--- src/rtl/gsa_pkg.sv ---
// ----------------------------------------------------------------------------
// gsa_pkg: shared types and constants of the gated sweep averager
// Request structs, op codes, field widths and the shared adder interface.
// ----------------------------------------------------------------------------
package gsa_pkg;

	// default store depth and fixed field widths
	localparam int DEPTH_DEF   = 1024;
	localparam int SAMPLE_BITS = 12;
	localparam int OP_W        = 2;
	localparam int POS_W       = 10;
	localparam int VLEN_W      = 11;
	localparam int AVG_W       = 12;
	localparam int CFG_W       = 8;
	localparam int ACC_W       = 20;
	localparam int ALU_W       = ACC_W + 1;

	// request op codes
	localparam logic [OP_W-1:0] OP_START  = 2'd0;
	localparam logic [OP_W-1:0] OP_SAMPLE = 2'd1;
	localparam logic [OP_W-1:0] OP_READ   = 2'd2;

	// reset value of the sweep count register
	localparam logic [CFG_W-1:0] CFG_RESET = 8'd1;

	// saturation limits
	localparam logic [ACC_W-1:0]  ACC_MAX  = '1;
	localparam logic [AVG_W-1:0]  AVG_MAX  = '1;
	localparam logic [VLEN_W-1:0] VLEN_MAX = '1;

	// input request
	typedef struct packed {
		logic [OP_W-1:0]        op;
		logic                   gate;
		logic [SAMPLE_BITS-1:0] sample;
		logic [POS_W-1:0]       read_position;
	} in_t;

	// result
	typedef struct packed {
		logic [AVG_W-1:0]  average;
		logic [POS_W-1:0]  point_index;
		logic [VLEN_W-1:0] valid_length;
		logic              run_done;
		logic              in_range;
	} out_t;

	// shared adder operation
	typedef enum logic {
		ALU_ADD,
		ALU_SUB
	} alu_op_t;

	typedef struct packed {
		alu_op_t          op;
		logic [ALU_W-1:0] a;
		logic [ALU_W-1:0] b;
	} alu_req_t;

	typedef struct packed {
		logic [ALU_W-1:0] res;
		logic             carry;
	} alu_rsp_t;

endpackage

--- src/rtl/gsa_alu.sv ---
// ----------------------------------------------------------------------------
// gsa_alu: shared add / subtract unit
// Serves the accumulate step and every step of the restoring divider.
// On a subtract, carry high means a >= b.
// ----------------------------------------------------------------------------
module gsa_alu (
	input  gsa_pkg::alu_req_t req,
	output gsa_pkg::alu_rsp_t rsp
);
	import gsa_pkg::*;

	logic [ALU_W-1:0] b_eff;
	logic [ALU_W:0]   total;

	// two's complement subtract through the same adder
	always_comb begin
		b_eff     = (req.op == ALU_SUB) ? ~req.b : req.b;
		total     = {1'b0, req.a} + {1'b0, b_eff} + {{ALU_W{1'b0}}, (req.op == ALU_SUB)};
		rsp.res   = total[ALU_W-1:0];
		rsp.carry = total[ALU_W];
	end

endmodule

--- config.mk ---
export PLATFORM = sky130hd
export DESIGN_NAME = gsa_alu
export DESIGN_NICKNAME = d
export VERILOG_FILES = /design/src/rtl/gsa_pkg.sv /design/src/rtl/gsa_alu.sv
export SDC_FILE = /design/constraint.sdc
export NUM_CORES = 1
export LEC_CHECK = 0
export ABC_AREA = 1
export ABC_CLOCK_PERIOD_IN_PS = 2790
export BUFFER_PORTS_ARGS = -buffer_cell sky130_fd_sc_hd__buf_2
export CAP_MARGIN = 40
export CORE_MARGIN = 4
export CORE_UTILIZATION = 30
export DETAILED_ROUTE_END_ITERATION = 12
export PLACE_DENSITY_LB_ADDON = 0.25
export SLEW_MARGIN = 30
export SYNTH_ARGS = -nofsm -noshare
export SYNTH_HDL_FRONTEND = slang
export SYNTH_SLANG_ARGS = --single-unit
--- constraint.sdc ---
create_clock -name vclk -period 2.79
set_input_delay 0.558 -clock vclk [all_inputs]
set_output_delay 0.558 -clock vclk [all_outputs]
set_load 0.005 [all_outputs]
==> metrics <==
status=completed; CP top delay family=simple AND/OR/NAND/NOR gates; Startpoint Class=primary input; diode count=0; antenna viol nets, final=0; fin util=0.516; required time of the critical path=between 2 and 2.5 ns; pin count of the biggest net entering global routing=13; final hold slack=between 1 and 1.5 ns; vias in the first global route=between 2,000 and 2,500; # IOs=65; Die X=82.8 µm; Overflow after GRT=0; Synth area leaders=nand2_1, ha_1, xor2_1; Slowest cell on crit path=ha_1; global routing met1 resource utilization=0.186; post-DR vias/cell=4.40; area fraction of the dominant cell type after synthesis=0.273; met2 usage=0.263; residual DRC count=0; endpoints failing hold=0; Starting Density=0.319; initial antenna violation count=0; relative slew slack=0.843; Min-Delay Path Class=primary input to primary output; Synth Area per Inst=between 5 and 6 µm²; end of the critical path=rsp[18]; number of port buffers=65; Final Cycle Share=0.983; Die H=around 83 µm; min Tclk post-route=between 2 and 3 ns; Die ar.=approximately 0.0069 mm²; WL/cell=between 10 and 15 µm; crit-path cells=buf_12 > clkbuf_16 > xor2_1 > ha_1 > nand2_1 > inv_2 > nand2_2 > nor2_2 > nand4_1 > nand3_1 > nand2_1 > nand2_1 > buf_2; met3 usage=0.0139; crit path DAT=2.18 ns; clock buffers=0; cells after synthesis=315; Hold Buf Count CTS=0; Distinct cells, synth=20; slew of the pin with the lowest slew margin=about 0.24 ns; fmax=roughly 360 MHz; most frequent CP cell=nand2_1; Leak=1.60 nW; gr busiest metal=met2; critical path depth=13; Detailed Place HPWL=~4600 µm; Max Cap Violations=0; RSZ-0062 raised after global routing=yes; seq_cells=0; Slew Limit Fails=0; buffer and inverter count on the worst path=4; nets@finish=roughly 490; Layout area overhead=61.9%; dominant cell type by area after synthesis=nand2_1; Seq/Total Area, Yosys=0; Critical Path Start=req[42]; Post-Syn Area=between 0.0015 and 0.002 mm²; GRT Total Usage=0.141; Final Setup Violations=0; Cell Rows=26; via count=2,176; Setup CP Type=primary input to primary output; Storage cell area=0 µm²; Cell Pwr Density=~310 mW/mm²; Peak VDD IR=0.124 mV; CP Capture Type=primary output; initial DRC count=just under 50; global-route wire length before repair=approximately 8500 µm; CP peak stage delay=about 0.38 ns; Final GP Congestion=roughly 0.85; Pre-Repair DR Iteration Count=4; DRT Wirelength=around 5600 µm; Yosys warnings=0; crit-path max FO=7; layout cell share with drive strength beyond 1=0.440; area of the core=around 0.0053 mm²; Mapped Nets=around 380
==> per-stage QoR <==
stage | cells | TNS [ns] | power [mW] | instance area, µm² | setup WS (ns)
finish | 495 | 0 | 0.844 | 2720 | 0.0474
detailed placement | 483 | -1.27 | 0.721 | 2360 | -0.151
global route | 495 | -0.186 | 0.939 | 2720 | -0.0419
floorplan | 315 | 0 | 0.413 | 1680 | 0.257
global placement | 483 | -1.17 | 0.719 | 2360 | -0.167
CTS | 486 | 0 | 0.742 | 2400 | 0.0142
==> layer usage <==
layer  vias up  part of all wire
li1       1184                 -
met5         -                 0
met4         0            0.0034
met1       962              0.46
met3         2             0.035
met2        28              0.50
==> cell usage in the layout, fill, tap and decap left out, types with 2 or more instances in the layout <==
master | Yosys | routed
nor3_2 | 0 | 2
nand3_1 | 18 | 17
clkbuf_16 | 0 | 2
ha_2 | 0 | 3
nand4_1 | 3 | 3
ha_1 | 22 | 17
nand2_1 | 122 | 101
nor2_4 | 1 | 4
a21oi_1 | 10 | 2
nand3_2 | 5 | 6
inv_2 | 2 | 5
nor3_1 | 4 | 2
xor2_1 | 30 | 28
nand2_2 | 6 | 26
nor2_2 | 4 | 11
buf_4 | 0 | 43
a21oi_2 | 2 | 9
ha_4 | 0 | 2
inv_1 | 54 | 50
buf_12 | 0 | 2
buf_2 | 2 | 64
nor2_1 | 25 | 15
==> repair_timing <==
action / 4_1_cts / 5_1_grt
pin swaps: 3 / 39
setup buffers: 3 / 7
gates resized for setup: 7 / 60
cloned: 0 / 2
endpoints found under the setup margin: 14 / 14
==> worst min-delay path by stage <==
| stage | start | end | slack (ns) | cells after the start |
|---|---|---|---|---|
| after CTS | req[21] | rsp[1] | 1.42 | 4 |
| after floorplan | req[21] | rsp[1] | 1.21 | 2 |
| after detailed placement | req[21] | rsp[1] | 1.42 | 4 |
| final | req[21] | rsp[1] | 1.42 | 4 |
| after global routing | req[21] | rsp[1] | 1.48 | 4 |
| after global placement | req[21] | rsp[1] | 1.41 | 4 |
==> cell usage after synthesis <==
cell type / count
a21oi_2: 2
nand2_2: 6
ha_1: 22
nand3_2: 5
inv_2: 2
nor2_2: 4
o21bai_1: 2
nor2_4: 1
nand3b_1: 1
nand2_1: 122
nand4_1: 3
buf_2: 2
nand3_1: 18
nor3_1: 4
xor2_1: 30
and2_1: 1
a21oi_1: 10
fa_1: 1
nor2_1: 25
inv_1: 54
==> kinds of logic (layout without fill, tap and decap cells) <==
family                     after synthesis  count (layout)  share of synthesized area
AOI/OAI and AO/OA                       14              14                     0.0492
adders and majority gates               23              23                      0.176
and+or+nand+nor                        190             190                      0.487
xor gates and xnor gates                30              30                      0.156
buffers and inverters                   58             168                      0.131
==> report_power, final <==
part	leakage (nW)	total (mW)	internal (mW)	switching, mW
combinational	1.60	0.844	0.399	0.445
sequential	0	0	0	0
clock	0	0	0	0
total	1.60	0.844	0.399	0.445
==> cell type report <==
type / count / area [µm²]
fillers: 576 / 2550
inverters: 56 / 213
well taps: 70 / 87.6
repair buffers: 112 / 744
multi-input cells: 257 / 1670
Note: power is estimated with default switching activity, not from simulation.
